File: src/assert_macros.svh
// Shared assertion macros; compiled out when ASSERT_OFF is set.
`ifndef ASSERT_MACROS_SVH
`define ASSERT_MACROS_SVH

`ifndef ASSERT_OFF

// Property holds in the same cycle as its antecedent.
`define ASSERT_SAME(lbl, ante, cons) \
    lbl: assert property (@(posedge i_clk) disable iff (!i_rst_n) (ante) |-> (cons)) \
        else $error("assertion failed");

// Property holds in the cycle after its antecedent.
`define ASSERT_NEXT(lbl, ante, cons) \
    lbl: assert property (@(posedge i_clk) disable iff (!i_rst_n) (ante) |=> (cons)) \
        else $error("assertion failed");

`else

`define ASSERT_SAME(lbl, ante, cons)
`define ASSERT_NEXT(lbl, ante, cons)

`endif

`endif

File: src/stl_pkg.sv
package stl_pkg;

    typedef enum logic [3:0] {
        K_WORD    = 4'd0,
        K_AND     = 4'd1,
        K_SEQ     = 4'd2,
        K_OR      = 4'd3,
        K_PIPE    = 4'd4,
        K_LPAREN  = 4'd5,
        K_RPAREN  = 4'd6,
        K_LESS    = 4'd7,
        K_GREATER = 4'd8,
        K_NEWLINE = 4'd9,
        K_BADCHAR = 4'd10,
        K_BADOP   = 4'd11,
        K_END     = 4'd12
    } t_kind;

    typedef enum logic [2:0] {
        H_NONE = 3'd0,
        H_AMP  = 3'd1,
        H_SEMI = 3'd2,
        H_BAR  = 3'd3,
        H_LPAR = 3'd4,
        H_LT   = 3'd5,
        H_GT   = 3'd6
    } t_held;

    localparam logic [7:0] CH_AMP   = 8'h26;
    localparam logic [7:0] CH_SEMI  = 8'h3B;
    localparam logic [7:0] CH_BAR   = 8'h7C;
    localparam logic [7:0] CH_LPAR  = 8'h28;
    localparam logic [7:0] CH_RPAR  = 8'h29;
    localparam logic [7:0] CH_LT    = 8'h3C;
    localparam logic [7:0] CH_GT    = 8'h3E;
    localparam logic [7:0] CH_HASH  = 8'h23;
    localparam logic [7:0] CH_NL    = 8'h0A;
    localparam logic [7:0] CH_BANG  = 8'h21;
    localparam logic [7:0] CH_AT    = 8'h40;
    localparam logic [7:0] CH_CARET = 8'h5E;

    localparam int unsigned MAX_RES = 3;

    typedef struct packed {
        t_kind      kind;
        logic [7:0] text_byte;
        logic       word_start;
        logic       run_end;
    } t_result;

    typedef struct packed {
        logic [1:0] cnt;
        t_result    [MAX_RES-1:0] slot;
    } t_bundle;

    typedef struct packed {
        t_kind kind;
        logic  used;
    } t_check;

    function automatic logic is_blank(logic [7:0] b);
        return b == 8'h20 || b == 8'h09 || b == CH_NL || b == 8'h0B ||
               b == 8'h0C || b == 8'h0D;
    endfunction

    function automatic logic is_word(logic [7:0] b);
        return (b >= 8'h30 && b <= 8'h39) || (b >= 8'h41 && b <= 8'h5A) ||
               (b >= 8'h61 && b <= 8'h7A) ||
               b == CH_BANG || b == 8'h25 || b == 8'h2B || b == 8'h2C ||
               b == 8'h2D || b == 8'h2E || b == 8'h2F || b == 8'h3A ||
               b == CH_AT || b == CH_CARET || b == 8'h5F;
    endfunction

    function automatic logic is_op(logic [7:0] b);
        return b == CH_SEMI || b == CH_BAR || b == CH_AMP || b == CH_LPAR ||
               b == CH_RPAR || b == CH_LT || b == CH_GT;
    endfunction

    function automatic t_held op_code(logic [7:0] b);
        t_held h;
        case (b)
            CH_AMP:  h = H_AMP;
            CH_SEMI: h = H_SEMI;
            CH_BAR:  h = H_BAR;
            CH_LPAR: h = H_LPAR;
            CH_LT:   h = H_LT;
            default: h = H_GT;
        endcase
        return h;
    endfunction

    // Check a held operator against the byte after it.
    function automatic t_check resolve(t_held h, logic [7:0] b);
        t_check c;
        logic   hard;
        hard   = b == CH_AMP || b == CH_SEMI || b == CH_BAR || b == CH_LT || b == CH_GT;
        c.used = 1'b0;
        c.kind = K_BADOP;
        unique case (h)
            H_AMP: begin
                if (b == CH_AMP) begin
                    c.used = 1'b1;
                    c.kind = K_AND;
                end
            end
            H_SEMI: c.kind = hard ? K_BADOP : K_SEQ;
            H_BAR: begin
                if (b == CH_BAR) begin
                    c.used = 1'b1;
                    c.kind = K_OR;
                end else begin
                    c.kind = (hard || b == CH_RPAR) ? K_BADOP : K_PIPE;
                end
            end
            H_LPAR: c.kind = hard ? K_BADOP : K_LPAREN;
            H_LT:   c.kind = (hard || b == CH_RPAR) ? K_BADOP : K_LESS;
            H_GT:   c.kind = (hard || b == CH_RPAR) ? K_BADOP : K_GREATER;
            default: c.kind = K_BADOP;
        endcase
        return c;
    endfunction

    // Append one result; drop it once all slots are taken.
    function automatic t_bundle push(t_bundle bd, t_kind k, logic [7:0] t, logic s);
        t_bundle r;
        r = bd;
        if (bd.cnt != 2'(MAX_RES)) begin
            r.slot[bd.cnt].kind       = k;
            r.slot[bd.cnt].text_byte  = t;
            r.slot[bd.cnt].word_start = s;
            r.slot[bd.cnt].run_end    = 1'b0;
            r.cnt                     = bd.cnt + 2'd1;
        end
        return r;
    endfunction

endpackage

File: src/stl_scan.sv
`include "assert_macros.svh"

module stl_scan (
    input  logic            i_clk,
    input  logic            i_rst_n,
    input  logic            i_accept,
    input  logic [7:0]      i_byte,
    input  logic            i_last,
    output stl_pkg::t_bundle o_bundle
);
    import stl_pkg::*;

    logic  r_token_seen, n_token_seen;
    t_held r_held, n_held;
    logic  r_in_comment, n_in_comment;
    logic  r_in_word, n_in_word;
    logic  r_disc, n_disc;

    t_bundle bd;
    t_check  chk;
    t_check  chk_end;
    logic    err;
    logic    used;
    logic    allowed;

    always_comb begin
        n_token_seen = r_token_seen;
        n_held       = r_held;
        n_in_comment = r_in_comment;
        n_in_word    = r_in_word;
        n_disc       = r_disc;
        bd           = '0;
        err          = 1'b0;
        used         = 1'b0;
        chk          = resolve(r_held, i_byte);
        allowed      = is_word(i_byte) || is_op(i_byte) || i_byte == CH_HASH ||
                       is_blank(i_byte);

        if (i_accept && !r_disc) begin
            if (r_held != H_NONE) begin
                n_held = H_NONE;
                bd     = push(bd, chk.kind, 8'h00, 1'b0);
                used   = chk.used;
                if (chk.kind == K_BADOP) begin
                    err = 1'b1;
                end else begin
                    n_token_seen = 1'b1;
                end
            end

            if (!err && !used) begin
                if (!allowed) begin
                    bd  = push(bd, K_BADCHAR, 8'h00, 1'b0);
                    err = 1'b1;
                end else if (r_in_comment) begin
                    if (i_byte == CH_NL) begin
                        n_in_comment = 1'b0;
                        if (n_token_seen && !i_last) begin
                            bd = push(bd, K_NEWLINE, 8'h00, 1'b0);
                        end
                    end
                end else if (i_byte == CH_NL) begin
                    n_in_word = 1'b0;
                    if (n_token_seen && !i_last) begin
                        bd = push(bd, K_NEWLINE, 8'h00, 1'b0);
                    end
                end else if (is_blank(i_byte)) begin
                    n_in_word = 1'b0;
                end else if (i_byte == CH_HASH) begin
                    n_in_comment = 1'b1;
                    n_in_word    = 1'b0;
                end else if (is_word(i_byte)) begin
                    bd           = push(bd, K_WORD, i_byte, !r_in_word);
                    n_in_word    = 1'b1;
                    n_token_seen = 1'b1;
                end else if (i_byte == CH_RPAR) begin
                    bd           = push(bd, K_RPAREN, 8'h00, 1'b0);
                    n_in_word    = 1'b0;
                    n_token_seen = 1'b1;
                end else begin
                    n_held    = op_code(i_byte);
                    n_in_word = 1'b0;
                end
            end
        end

        // Flush a held operator at end of stream as if no operator follows.
        chk_end = resolve(n_held, 8'h00);
        if (i_accept && !r_disc && !err && i_last) begin
            if (n_held != H_NONE) begin
                bd = push(bd, chk_end.kind, 8'h00, 1'b0);
                if (chk_end.kind == K_BADOP) begin
                    err = 1'b1;
                end
            end
            if (!err) begin
                bd = push(bd, K_END, 8'h00, 1'b0);
            end
        end

        if (bd.cnt != 2'd0) begin
            bd.slot[bd.cnt - 2'd1].run_end = 1'b1;
        end

        if (err) begin
            n_disc = 1'b1;
        end
        if (i_accept && i_last) begin
            n_token_seen = 1'b0;
            n_held       = H_NONE;
            n_in_comment = 1'b0;
            n_in_word    = 1'b0;
            n_disc       = 1'b0;
        end
    end

    assign o_bundle = bd;

    always_ff @(posedge i_clk) begin
        if (!i_rst_n) begin
            r_token_seen <= 1'b0;
            r_held       <= H_NONE;
            r_in_comment <= 1'b0;
            r_in_word    <= 1'b0;
            r_disc       <= 1'b0;
        end else begin
            r_token_seen <= n_token_seen;
            r_held       <= n_held;
            r_in_comment <= n_in_comment;
            r_in_word    <= n_in_word;
            r_disc       <= n_disc;
        end
    end

    `ASSERT_SAME(a_disc_no_held, r_disc, r_held == H_NONE)
    `ASSERT_SAME(a_comment_no_held, r_in_comment, r_held == H_NONE && !r_in_word)
    `ASSERT_NEXT(a_last_clears, i_accept && i_last, !r_disc && r_held == H_NONE && !r_token_seen)
    `ASSERT_SAME(a_disc_silent, i_accept && r_disc, o_bundle.cnt == 2'd0)

endmodule

File: src/stl_outbuf.sv
`include "assert_macros.svh"

module stl_outbuf (
    input  logic             i_clk,
    input  logic             i_rst_n,
    input  logic             i_load,
    input  stl_pkg::t_bundle i_bundle,
    output logic             o_free,
    output logic             o_valid,
    input  logic             i_ready,
    output stl_pkg::t_result o_result
);
    import stl_pkg::*;

    t_result    [MAX_RES-1:0] r_slot;
    logic [1:0] r_cnt;
    logic [1:0] r_idx;
    logic       at_tail;
    logic       pop;

    assign o_valid  = r_cnt != 2'd0;
    assign o_result = r_slot[r_idx];
    assign at_tail  = r_idx == r_cnt - 2'd1;
    assign pop      = o_valid && i_ready;
    // Take a new beat while the last result of the previous one leaves.
    assign o_free   = !o_valid || (pop && at_tail);

    always_ff @(posedge i_clk) begin
        if (!i_rst_n) begin
            r_cnt <= 2'd0;
            r_idx <= 2'd0;
        end else if (i_load) begin
            r_cnt <= i_bundle.cnt;
            r_idx <= 2'd0;
        end else if (pop) begin
            if (at_tail) begin
                r_cnt <= 2'd0;
                r_idx <= 2'd0;
            end else begin
                r_idx <= r_idx + 2'd1;
            end
        end
    end

    always_ff @(posedge i_clk) begin
        if (i_load) begin
            r_slot <= i_bundle.slot;
        end
    end

    `ASSERT_SAME(a_idx_in_range, o_valid, r_idx < r_cnt)
    `ASSERT_SAME(a_load_when_free, i_load, o_free)
    `ASSERT_NEXT(a_stall_holds, o_valid && !i_ready && !i_load, $stable(r_idx) && $stable(r_cnt))

endmodule

File: src/shell_token_lexer.sv
// Latency: results of a byte appear on the output the cycle after it is accepted.
// Throughput: one byte per cycle while each byte yields at most one result and the
//   output is ready; a byte yielding n results (up to three) holds off the next byte
//   until its last result leaves the result buffer.
// Reset: synchronous active-low i_rst_n clears lexer state and empties the buffer.
module shell_token_lexer (
    input  logic       i_clk,
    input  logic       i_rst_n,
    input  logic       s_axis_tvalid,
    output logic       s_axis_tready,
    input  logic [7:0] s_axis_tdata,   // [7:0] byte_in
    input  logic       s_axis_tlast,   // stream_end
    output logic       m_axis_tvalid,
    input  logic       m_axis_tready,
    output logic [15:0] m_axis_tdata,  // [7:0] text_byte, [8] word_start, [15:9] zero
    output logic [3:0] m_axis_tuser,   // kind
    output logic       m_axis_tlast    // run_end
);
    import stl_pkg::*;

    t_bundle bundle;
    t_result res;
    logic    free;
    logic    accept;

    assign s_axis_tready = free;
    assign accept        = s_axis_tvalid && free;

    stl_scan u_scan (
        .i_clk    (i_clk),
        .i_rst_n  (i_rst_n),
        .i_accept (accept),
        .i_byte   (s_axis_tdata),
        .i_last   (s_axis_tlast),
        .o_bundle (bundle)
    );

    stl_outbuf u_outbuf (
        .i_clk    (i_clk),
        .i_rst_n  (i_rst_n),
        .i_load   (accept),
        .i_bundle (bundle),
        .o_free   (free),
        .o_valid  (m_axis_tvalid),
        .i_ready  (m_axis_tready),
        .o_result (res)
    );

    assign m_axis_tdata = {7'd0, res.word_start, res.text_byte};
    assign m_axis_tuser = res.kind;
    assign m_axis_tlast = res.run_end;

endmodule

File: config.mk
export PLATFORM = sky130hd
export DESIGN_NAME = shell_token_lexer
export DESIGN_NICKNAME = d
export VERILOG_FILES = /design/src/stl_pkg.sv /design/src/stl_scan.sv /design/src/stl_outbuf.sv /design/src/shell_token_lexer.sv
export VERILOG_INCLUDE_DIRS = /design/src /design/src/src
export SDC_FILE = /design/constraint.sdc
export NUM_CORES = 1
export LEC_CHECK = 0
export ABC_AREA = 1
export BUFFER_PORTS_ARGS = -buffer_cell sky130_fd_sc_hd__clkbuf_2
export CAP_MARGIN = 20
export CORE_ASPECT_RATIO = 1.5
export CORE_MARGIN = 2
export CORE_UTILIZATION = 60
export CTS_BUF_LIST = sky130_fd_sc_hd__clkbuf_16
export CTS_CLUSTER_DIAMETER = 60
export CTS_CLUSTER_SIZE = 14
export DETAILED_ROUTE_END_ITERATION = 8
export PLACE_DENSITY_LB_ADDON = 0.05
export SLEW_MARGIN = 10
export SYNTH_ARGS = -nofsm -noshare
export SYNTH_HDL_FRONTEND = slang
export SYNTH_SLANG_ARGS = --single-unit
File: constraint.sdc
create_clock -name i_clk -period 4.38 [get_ports i_clk]
set_input_delay 0.219 -clock i_clk [delete_from_list [all_inputs] [get_ports i_clk]]
set_output_delay 0.219 -clock i_clk [all_outputs]
set_load 0.05 [all_outputs]
# After elaboration in Yosys (flattened, before gate mapping)
# Cells that the tools add are included.
# word_totals
reg_bits	53
input_bits	13
word_cells	286
# classes
magnitude_cmp	15
mux	135
addsub	6
n_reduce_logical	67
eq_ne	42
n_bitwise	2
# ops
operator	n
$bwmux W42	25
$mux W44	22
$demux W14 S2	13
$eq A8 B6 Y1 const B	16
$mux W14	4
$mux W43	1
$mux W42	1
$eq A8 B4 Y1 const B	5
$mux W1	37
$logic_or A1 B1 Y1	33
$eq A8 B7 Y1 const B	4
$mux W10	3
$mux W3	10
$bmux W14 S2	1
$pmux W4 S6	1
$mux W4	5
$pmux W4 S5	1
$eq A3 B3 Y1 const B	6
$ge A8 B7 Y1 const B	2
$le A8 B7 Y1 const B	2
$logic_and A1 B1 Y1	16
$mux W2	8
$lt A2 B3 Y1 const B	5
$pmux W3 S5	1
20 further kinds	45

# Longest topological paths before layout
# Gate-level depths: netlist (run 1).
# logic_depth
ltp_word	58
mapped_depth	29
mapped_depth_nobuf	28

# Modules after synthesis
# From an unflattened synthesis (run 1), not the netlist that was laid out.
# hier_totals
hier_cells	498
area_unflattened_um2	3802.4
# modules_own_cells
mod	instances	seq_area_each_um2	cells_per_inst	area_per_inst_um2
stl_scan	1	140.1	347	1938.1
stl_outbuf	1	1341.3	141	1800.5
shell_token_lexer	1	0.0	10	63.8

# Least setup slack after synthesis (run 1)
# OpenSTA, ideal clock, no wires.
# synth_path
kind	reg-to-reg
startpoint	register u_outbuf.r_cnt[0]
endpoint	register u_outbuf.r_slot[24] in the netlist's numbering, data pin
stages_incl_launch_ff	22
path_slack_ns	1.137
t_arrival_ns	2.991
synth_period_minus_slack_ns	3.243
t_required_ns	4.128
cell_sequence	dfxtp_1 inv_1 ha_1 inv_1 nand2_1 inv_1 nand3_1 nand2_1 nand2_1 nor2_1 buf_2 nand4_2 nor2_4 nor2_2 nand2_2 nand2_2 nor2_2 nand2_2 nand2_1 nand2_1 nand2_1 nand2_1
# synth_lines
element	line	rtl
from (decl)	stl_outbuf.sv:16	logic [1:0] r_cnt;
from (signal assigned)	stl_outbuf.sv:33	r_cnt <= i_bundle.cnt;
to (signal assigned)	stl_outbuf.sv:47	r_slot <= i_bundle.slot;
to (decl)	stl_outbuf.sv:15	t_result [MAX_RES-1:0] r_slot;

==> reports/metrics.yaml, run 1 <==
routing:
  dr.pass1.iters: 4
  drc_errors: 0
  drtIter0Drc: 122
  num_vias: 3238
  viasPerCell: 5.554
  postRouteAntennaNets: 0
  drt_wl_total_um: 7778
  avgRoutedWirePerCell_um: 13.34
floorplan:
  rows: 33
  die_area_um2: 6180
  die_h_um: 95.29
  core_um2: 5409
  initial_core_util_pct: 61.62
  io_pins: 36
  die_w_um: 64.86
clock_tree:
  postCtsResizedCells: 0
  cts_setup_buffers: 0
  hold_buffers: 0
  htreeDepth: 2
  insertion_delay_ns: 0.28
  cts.sinks: 44
  cts_tree: "yes"
  clk_pin_slew_ns: 0.06
  numCtsBuffers: 5
  clock_path_buffers: 2
  cts_root_buf: "clkbuf_16"
synthesis:
  synth_ff_type: "edfxtp_1"
  yosysTopAreaCell: "edfxtp_1"
  syn-instance-count: 483
  synthTopCellsByArea: "edfxtp_1, nand2_1, nor2_1, dfxtp_1, inv_1"
  synth-edff-count: 33
  syn_area_um2: 3333
  synth_top_cell_area_share_pct: 29.73
  ys_seq_area_share_pct: 36.34
  synth_warnings: 0
  synth.distinct_cells: 42
  synth-seq-cells: 44
  postSynthAreaPerCell_um2: 6.901
  ys_async_sr_fraction_pct: 0
worst_setup_path:
  rr_worst_depth: 24
  crit_path_max_fanout: 7
  worst_setup_path_start_kind: "flip-flop"
  worstSetupPathType: "reg2reg"
  reg2reg_from: "u_scan.r_held[2]"
  required_ns: 4.42
  cp_data_arrival_time_ns: 3.48
  crit_buf_inv: 4
  path_delay_family: "simple AND/OR/NAND/NOR gates"
  r2r-end: "u_outbuf.r_slot[26]"
  critical-path-max-stage-delay_ns: 0.36
  cp-end-kind: "flip-flop"
  crit_slowest_cell: "dfxtp_1"
  r2r_setup_slack_ns: 0.94
  path_cells: "inv_1, nand3_2, o21ai_0, inv_1, nand2_1, nor2_1, nand3_2, nand2_1, o21ai_0, inv_1, ha_1, nor2_1, a31oi_1, nand3_1, nand4_1, nand2_1, nor2_2, nand2_2, nand2_2, nor2_2, nand2_2, nand2_1, o21ai_1, inv_1"
min_path:
  hold_depth: 3
  hp-start: "i_rst_n"
  hold_class: "in2reg"
  hold_path_end: "u_outbuf.r_cnt[0]"
timing:
  tightest_slew_ns: 0.6619
  finalSetupTns_ns: 0
  timing.fmax_mhz: 290.5
  slew_viol_final: 0
  period_share_pct: 78.59
  setup_slack_ns: 0.9379
  fin_worst_skew_ns: 0.006995
  rsz0062_at_grt: "false"
  fin_crit_ns: 3.442
  slew_headroom_pct: 55.58
  setup-violations-final: 0
  finalHoldViolations: 0
power_and_ir_drop:
  vdd.ir_drop.worst_mv: 0.2013
  p_total_mw: 1.378
  power.density_nw_per_um2: 374.6
  power_leakage_nw: 1.812
cells_and_area:
  antenna_cells: 0
  finalInstanceArea_um2: 3679
  drive_above_1_share_pct: 16.18
  nets: 528
  areaGrowthSynthToFinish_pct: 10.36
  stdcell_count: 583
placed_design:
  dp_hpwl_um: 6088
  placedInstanceArea_um2: 3511
  dp.cells: 574
  gp_congestion: 0.9239
  io_buffers: 28
  pre_cts_slack_ns: 0.9010
grt:
  overflow: 0
  antenna_found_initial: 0
  grt_pass1_vias: 3014
  grt_start_max_net_pins: 34
  grt_use_total_pct: 26.63
  grt_first_pass_wirelength_um: 12900
flow_run:
  cap_violations: 0
run_status:
  status: "complete, no violations"
## cells by family (layout without fill, tap and decap cells)
kind of cell / after synthesis / in the layout / synth area share, %
AND/OR/NAND/NOR: 282 / 282 / 40.17
buffers and inverters: 87 / 109 / 10.74
AO/OA/AOI/OAI: 64 / 64 / 11.00
flip-flops: 44 / 44 / 36.34
adder cells (fa/ha/maj): 3 / 3 / 1.126
XOR/XNOR: 2 / 2 / 0.5256
other: 1 / 9 / 0.1125
## synth_stat cells, types with 2 or more instances
| library cell | number |
|---|---|
| nand2_1 | 102 |
| nor2_1 | 78 |
| inv_1 | 58 |
| nand3_1 | 34 |
| edfxtp_1 | 33 |
| o21ai_0 | 28 |
| nor3_1 | 20 |
| a21oi_1 | 13 |
| dfxtp_1 | 11 |
| inv_2 | 11 |
| nand4_1 | 11 |
| nand2_2 | 10 |
| buf_4 | 7 |
| nand3_2 | 7 |
| clkbuf_1 | 6 |
| nor2_2 | 6 |
| o21ai_1 | 6 |
| nor2_4 | 5 |
| buf_2 | 4 |
| a211oi_1 | 3 |
| ha_1 | 3 |
| nand3b_1 | 2 |
| nand4_2 | 2 |
| nor4_1 | 2 |
| o211ai_1 | 2 |
| o31ai_1 | 2 |
| xor2_1 | 2 |
## stage by stage
stage               hold slack (ns)  util (%)
floorplan                    0.3166         -
global placement             0.4553     64.91
detailed placement           0.4644     64.91
CTS                          0.1805     67.50
global route                 0.1944     68.01
finish                       0.1911     68.01
## cells in the final DEF (no fill, tap or decap), drive strengths merged, types with 9 or more instances in the layout
cell type,synthesis,final
dfxtp,11,11
nand4,13,13
nand2,113,113
edfxtp,33,33
nor2,89,89
conb,1,9
clkbuf,6,33
a21oi,14,14
nand3,42,42
inv,69,70
nor3,21,21
o21ai,35,35
## routing by layer
| layer | routed length, um | track usage (%) | share of wire (%) |
|---|---|---|---|
| met4 | 317 | 14.01 | 4.1 |
| met5 | 0 | 0 | 0 |
| met1 | 2973 | 28.26 | 38 |
| met3 | 356 | 3.188 | 4.6 |
| met2 | 4131 | 50.52 | 53 |
## tightest hold or removal path, delay by kind of cell
family | cells | cell delay (ns)
AND/OR/NAND/NOR | 1 | 0.06
buffers and inverters | 2 | 0.16
## worst max path at each step
| stage | startpoint | endpoint | cells past startpoint |
|---|---|---|---|
| after floorplan | u_outbuf.r_cnt[0] | u_outbuf.r_slot[24] | 21 |
| after global placement | s_axis_tdata[7] | u_outbuf.r_slot[27] | 27 |
| after detailed placement | s_axis_tdata[7] | u_outbuf.r_slot[26] | 27 |
| after CTS | u_scan.r_held[2] | u_outbuf.r_slot[26] | 24 |
| after global routing | u_scan.r_held[2] | u_outbuf.r_slot[10] | 23 |
| final | u_scan.r_held[2] | u_outbuf.r_slot[26] | 24 |
## state kept, by name, summed over array words and instances (netlist names)
register,count
u_scan.r_in_comment,1
u_outbuf.r_idx,2
u_scan.r_in_word,1
u_scan.r_disc,1
u_outbuf.r_cnt,2
u_scan.r_held,3
u_scan.r_token_seen,1
u_outbuf.r_slot,33
## final cells by class
| class | instances | area, um2 |
|---|---|---|
| fillers | 500 | 1730 |
| flip-flops and latches | 44 | 1211 |
| clock inverters | 3 | 15.01 |
| well taps | 70 | 87.58 |
| clock buffers | 5 | 125.1 |
| inverters | 70 | 262.8 |
| repair buffers | 31 | 182.7 |
| multi-input cells | 360 | 1794 |
## power by group
part	internal, mW	total, mW	switching (mW)
logic	0.126	0.503	0.378
clock network	0.207	0.350	0.143
registers	0.508	0.524	0.0161
total	0.841	1.38	0.537
Power figures use the tool's default switching activity.
==> inputs of run 2 (changes only) <==
clock period = 3.4 ns   (was 4.38 ns; I/O delays follow)
==> reports/metrics.yaml, run 2 (synthesized netlist as in run 1, its figures left out) <==
clock_tree:
  clk_pin_slew_ns: 0.06  # about the same
  numCtsBuffers: 5  # unchanged
  cts_tree: "yes"
  cts.sinks: 44  # unchanged
  htreeDepth: 2  # unchanged
  cts_root_buf: "clkbuf_16"
  clock_path_buffers: 2  # unchanged
  insertion_delay_ns: 0.28  # about the same
floorplan:
  die_h_um: 95.29  # unchanged
  die_area_um2: 6180  # unchanged
  initial_core_util_pct: 61.62  # unchanged
  rows: 33  # unchanged
  io_pins: 36  # unchanged
  die_w_um: 64.86  # unchanged
  core_um2: 5409  # unchanged
cells_and_area:
  drive_above_1_share_pct: 20.19  # +4.0 points
  largest_register: "u_outbuf.r_slot"
  largest_reg_flops: 33  # unchanged
  layout_common_cells: "nand2_1, nor2_1, inv_1"
  antenna_cells: 0  # unchanged
  final_core_util_pct: 69.77  # +1.8 points
  nets: 535  # +1.3%
  stdcell_count: 590  # +1.2%
  areaGrowthSynthToFinish_pct: 13.21
  layout_commonest_cell: "nand2_1"
  largestRegisters: "u_outbuf.r_slot (33), u_scan.r_held (3)"
placed_design:
  dp_hpwl_um: 6231  # +2.4%
  io_buffers: 28  # unchanged
  dp.cells: 581  # +1.2%
  pre_cts_slack_ns: 0.01373  # -0.8873 ns
  gp_congestion: 0.9154  # -0.92%
routing:
  dr.pass1.iters: 5  # +1
  postRouteAntennaNets: 0  # unchanged
  drt_wl_total_um: 7858  # +1.0%
  drc_errors: 0  # unchanged
  num_vias: 3244  # +0.19%
  avgRoutedWirePerCell_um: 13.32  # -0.17%
  drtIter0Drc: 175  # +43%
  viasPerCell: 5.498  # -1.0%
worst_setup_path:
  worst_setup_path_start_kind: "flip-flop"
  cp_data_arrival_time_ns: 3.15  # -0.33 ns
  path_cells: "inv_1, nor3_2, nor2_1, nand2_1, nor2_1, nand3_2, nand2_1, o21ai_2, inv_1, ha_1, nor2_1, a31oi_1, nand3_1, nand4_1, nand2_2, nor2_4, nand2_2, nand2_2, nor2_2, nand2_2, nand2_1, o21ai_2, inv_1"
  required_ns: 3.44  # -0.98 ns
  crit_path_max_fanout: 6  # -1
  worstSetupPathType: "reg2reg"
  critical-path-max-stage-delay_ns: 0.46  # +0.10 ns
  crit_slowest_cell: "dfxtp_1"
  cp_common_cell: "nand2_2"
  cp-end-kind: "flip-flop"
timing:
  hold_ws_ns: 0.1363  # -0.05478 ns
  tightest_slew_ns: 0.6586  # -0.003343 ns
  timing.fmax_mhz: 321.2  # +11%
  slew_headroom_pct: 55.80  # +0.22 points
  finalHoldViolations: 0  # unchanged
  period_share_pct: 91.58  # +13 points
  fin_worst_skew_ns: 0.003317  # -0.003678 ns
  setup-violations-final: 0  # unchanged
  setup_slack_ns: 0.2863  # -0.6515 ns
  fin_crit_ns: 3.114  # -0.3285 ns
  slew_viol_final: 0  # unchanged
grt:
  grt_start_max_net_pins: 22  # -35%
  grt_use_total_pct: 27.12  # +0.49 points
  grt_pass1_vias: 2993  # -0.70%
  antenna_found_initial: 0  # unchanged
  grt_first_pass_wirelength_um: 12980  # +0.58%
  overflow: 0  # unchanged
power_and_ir_drop:
  power_leakage_nw: 1.853  # +2.2%
  vdd.ir_drop.worst_mv: 0.2204  # +9.5%
  p_total_mw: 1.792  # +30%
  power.density_nw_per_um2: 474.8  # +27%
flow_run:
  cap_violations: 0  # unchanged
min_path:
  hold_class: "in2reg"
run_status:
  status: "complete, no violations"
-- run 2: cell types whose count changed in the layout (fill, tap and decap cells not counted), moves of 2 or more --
| cell | previous run | this run |
|---|---|---|
| nor3_2 | 0 | 5 |
| o21ai_1 | 6 | 4 |
| buf_4 | 2 | 10 |
| nor3_1 | 20 | 15 |
| o21ai_2 | 1 | 5 |
| nor2_4 | 5 | 7 |
| nand2_2 | 10 | 12 |
| o21ai_0 | 28 | 26 |
| dfxtp_1 | 11 | 9 |
| nand2_1 | 102 | 100 |
-- run 2: final cells by class --
cell class | instances | area (um2)
clock buffers | 5 | 125.1
well taps | 70 | 87.58
repair buffers | 38 | 215.2
fillers | 495 | 1635
multi-input cells | 360 | 1852
inverters | 70 | 262.8
clock inverters | 3 | 15.01
flip-flops and latches | 44 | 1216
-- run 2: path summary, 6_finish.rpt --
check / start / end / slack, ns / depth (start not counted)
max reg2reg: u_scan.r_held[1] / u_outbuf.r_slot[27] / 0.29 / 23
min: i_rst_n / u_outbuf.r_cnt[0] / 0.14 / 3
min reg2reg: u_outbuf.r_cnt[1] / u_outbuf.r_cnt[1] / 0.46 / 2
max: u_scan.r_held[1] / u_outbuf.r_slot[27] / 0.29 / 23
-- run 2: power breakdown --
group          switching, mW  internal, mW  leakage (nW)
registers             0.0205         0.654         0.421
logic                  0.497         0.167          1.36
clock network          0.186         0.266        0.0687
-- run 2: through the flow --
stage	area [um2]	setup TNS [ns]
detailed placement	3563	0
global placement	3563	0
global route	3774	-0.06462
finish	3774	0
floorplan	3363	0
CTS	3704	0
-- run 2: repair_timing --
| item | CTS | global route |
|---|---|---|
| hold buffers | 0 | 0 |
| hold endpoints to repair | 0 | 0 |
| setup buffers | 0 | 1 |
| resized for setup | 0 | 20 |
| setup endpoints to repair | 0 | 15 |
-- run 2: worst max-delay path, delay by kind of cell (launching register included) --
kind                       cells  cell delay [ns]
and+or+nand+nor               16             1.52
DFF                            1             0.46
adders and majority gates      1             0.26
AOI/OAI and AO/OA              3             0.36
buffers and inverters          3             0.25
-- run 2: metal layers --
layer,wire length (um),share of wire [%],vias to the layer above,GRT usage (%)
li1,-,-,1656,-
met2,4211,54,95,52.49
met5,0,0,-,0
met1,2986,38,1465,28.61
met4,314,4.0,0,12.41
met3,346,4.4,28,3.306
==> inputs of run 3 (changes only) <==
CTS_CLUSTER_DIAMETER = 100   (was 60)
PLACE_DENSITY = 0.84   (was default)
PLACE_DENSITY_LB_ADDON = default   (was 0.05)
==> reports/metrics.yaml, run 3 (synthesized netlist as in run 1, its figures left out) <==
floorplan:
  rows: 33  # unchanged
  die_area_um2: 6180  # unchanged
  initial_core_util_pct: 61.62  # unchanged
  io_pins: 36  # unchanged
  die_h_um: 95.29  # unchanged
  die_w_um: 64.86  # unchanged
  core_um2: 5409  # unchanged
clock_tree:
  hold_buffers: 0  # unchanged
  cts_tree: "yes"
  htreeDepth: 2  # unchanged
  cts_root_buf: "clkbuf_16"
  numCtsBuffers: 5  # unchanged
  insertion_delay_ns: 0.28  # about the same
  cts.sinks: 44  # unchanged
  clk_pin_slew_ns: 0.06  # about the same
  clock_path_buffers: 2  # unchanged
power_and_ir_drop:
  seqPwrFrac_pct: 37.7  # about the same
  switching_share_pct: 39.23  # -0.053 points
  power_leakage_nw: 1.856  # +0.17%
  vdd.ir_drop.worst_mv: 0.2120  # -3.8%
  p_int_mw: 1.088  # about the same
  p_total_mw: 1.790  # about the same
  power.density_nw_per_um2: 477.1  # +0.49%
  p_comb_share_pct: 36.8  # -0.3 points
  power_switching_uw: 702.3  # -0.21%
  p_clk_share_pct: 25.5  # +0.3 points
cells_and_area:
  largest_register: "u_outbuf.r_slot"
  largestRegisters: "u_outbuf.r_slot (33), u_scan.r_held (3)"
  layout_common_cells: "nand2_1, nor2_1, inv_1"
  largest_reg_flops: 33  # unchanged
  areaGrowthSynthToFinish_pct: 12.58
  finalInstanceArea_um2: 3752  # -0.56%
  drive_above_1_share_pct: 19.88  # -0.31 points
  antenna_cells: 0  # unchanged
  nets: 533  # -0.37%
  layout_commonest_cell: "nand2_1"
worst_setup_path:
  crit_path_max_fanout: 6  # unchanged
  r2r-end: "u_outbuf.r_slot[0]"
  worstSetupPathType: "reg2reg"
  cp-end-kind: "flip-flop"
  cp_data_arrival_time_ns: 3.22  # +0.07 ns
  crit_end: "u_outbuf.r_slot[0]"
  rr_worst_depth: 22  # -4.3%
  critPathLaunch: "u_scan.r_held[0]"
  r2r_setup_slack_ns: 0.21  # -0.08 ns
  worst_setup_path_start_kind: "flip-flop"
  required_ns: 3.43  # about the same
  reg2reg_from: "u_scan.r_held[0]"
routing:
  postRouteAntennaNets: 0  # unchanged
  viasPerCell: 5.587  # +1.6%
  drc_errors: 0  # unchanged
  drt_wl_total_um: 7854  # about the same
  dr.pass1.iters: 5  # unchanged
  num_vias: 3285  # +1.3%
  drtIter0Drc: 201  # +15%
  avgRoutedWirePerCell_um: 13.36  # +0.29%
placed_design:
  io_buffers: 28  # unchanged
  gp_congestion: 0.9586  # +4.7%
  placedInstanceArea_um2: 3548  # -0.42%
  dp_hpwl_um: 6012  # -3.5%
min_path:
  hold_depth: 3  # unchanged
  hold_class: "in2reg"
grt:
  grt_use_total_pct: 27.21  # +0.089 points
  grt_pass1_vias: 3025  # +1.1%
  antenna_found_initial: 0  # unchanged
  grt_start_max_net_pins: 22  # unchanged
  grt_first_pass_wirelength_um: 13110  # +1.0%
  overflow: 0  # unchanged
timing:
  slew_headroom_pct: 58.62  # +2.8 points
  fin_crit_ns: 3.192  # +0.07828 ns
  setup-violations-final: 0  # unchanged
  finalSetupTns_ns: 0  # unchanged
  finalHoldViolations: 0  # unchanged
  fin_worst_skew_ns: 0.003372  # +0.00005482 ns
  slew_viol_final: 0  # unchanged
  period_share_pct: 93.88  # +2.3 points
  timing.fmax_mhz: 313.3  # -2.5%
  tightest_slew_ns: 0.6165  # -0.04207 ns
run_status:
  status: "complete, no violations"
flow_run:
  cap_violations: 0  # unchanged
[run 3: cell types whose count changed in the layout (fill, tap and decap cells not counted), moves of 2 or more]
cell | previous run | this run
buf_4 | 10 | 8
clkinv_2 | 0 | 2
nor2_1 | 77 | 75
nor2_2 | 5 | 8
o21ai_1 | 4 | 8
o21ai_2 | 5 | 2
[run 3: through the flow]
step	worst slack [ns]	cells	util, %	hold slack (ns)
after floorplan	0.1566	491	-	0.2676
after global placement	0.1331	579	65.60	0.4222
after detailed placement	-0.003310	579	65.60	0.4312
after CTS	0.09714	587	68.26	0.1439
after global routing	-0.01165	588	69.37	0.1886
final	0.2080	588	69.37	0.1560
[run 3: power by group through the flow]
stage / sequential (mW) / clock [mW] / combinational (mW)
final: 0.675 / 0.456 / 0.659
after global routing: 0.681 / 0.482 / 0.721
after CTS: 0.675 / 0.458 / 0.641
after detailed placement: 0.686 / 0 / 0.638
after global placement: 0.684 / 0 / 0.624
after floorplan: 0.681 / 0 / 0.506
[run 3: worst max-delay path: stages, from the launching register on]
cell	delay, ns
dfxtp_4	0.38
inv_1	0.09
nor3_2	0.19
inv_1	0.10
nor2_2	0.13
nor2_1	0.05
nand2_1	0.06
nor2_1	0.05
nand3_2	0.11
nand2_1	0.08
o21ai_1	0.11
inv_1	0.06
ha_1	0.29
nor2_2	0.04
a31oi_1	0.14
nand3_1	0.09
nand4_1	0.14
nand2_2	0.12
nand2_1	0.19
nor2_1	0.09
inv_1	0.12
nand3_2	0.14
a21boi_1	0.15
[run 3: worst min path at each step]
stage	slack, ns	start	to
after floorplan	0.27	i_rst_n	u_outbuf.r_cnt[0]
after global placement	0.42	i_rst_n	u_outbuf.r_cnt[0]
after detailed placement	0.43	i_rst_n	u_outbuf.r_cnt[0]
after CTS	0.14	i_rst_n	u_outbuf.r_cnt[0]
after global routing	0.19	i_rst_n	u_outbuf.r_cnt[0]
final	0.16	i_rst_n	u_outbuf.r_cnt[0]
[run 3: area by class of cell]
class                           count  area [um2]
Clock buffer                        5       125.1
Clock inverter                      3       18.77
Fill cell                         445        1657
Inverter                           70       262.8
Multi-Input combinational cell    360        1841
Sequential cell                    44        1217
Tap cell                           70       87.58
Timing Repair Buffer               36       200.2
[run 3: timing repair]
action,in CTS,in global routing
buffers inserted,0,1
resized for setup,0,19
setup endpoints to repair,0,14
[run 3: routing by layer]
layer  track usage [%]  wire length (um)
met5                 0                 0
met4             16.31               389
met3             3.306               449
met2             50.69              4146
met1             28.81              2868
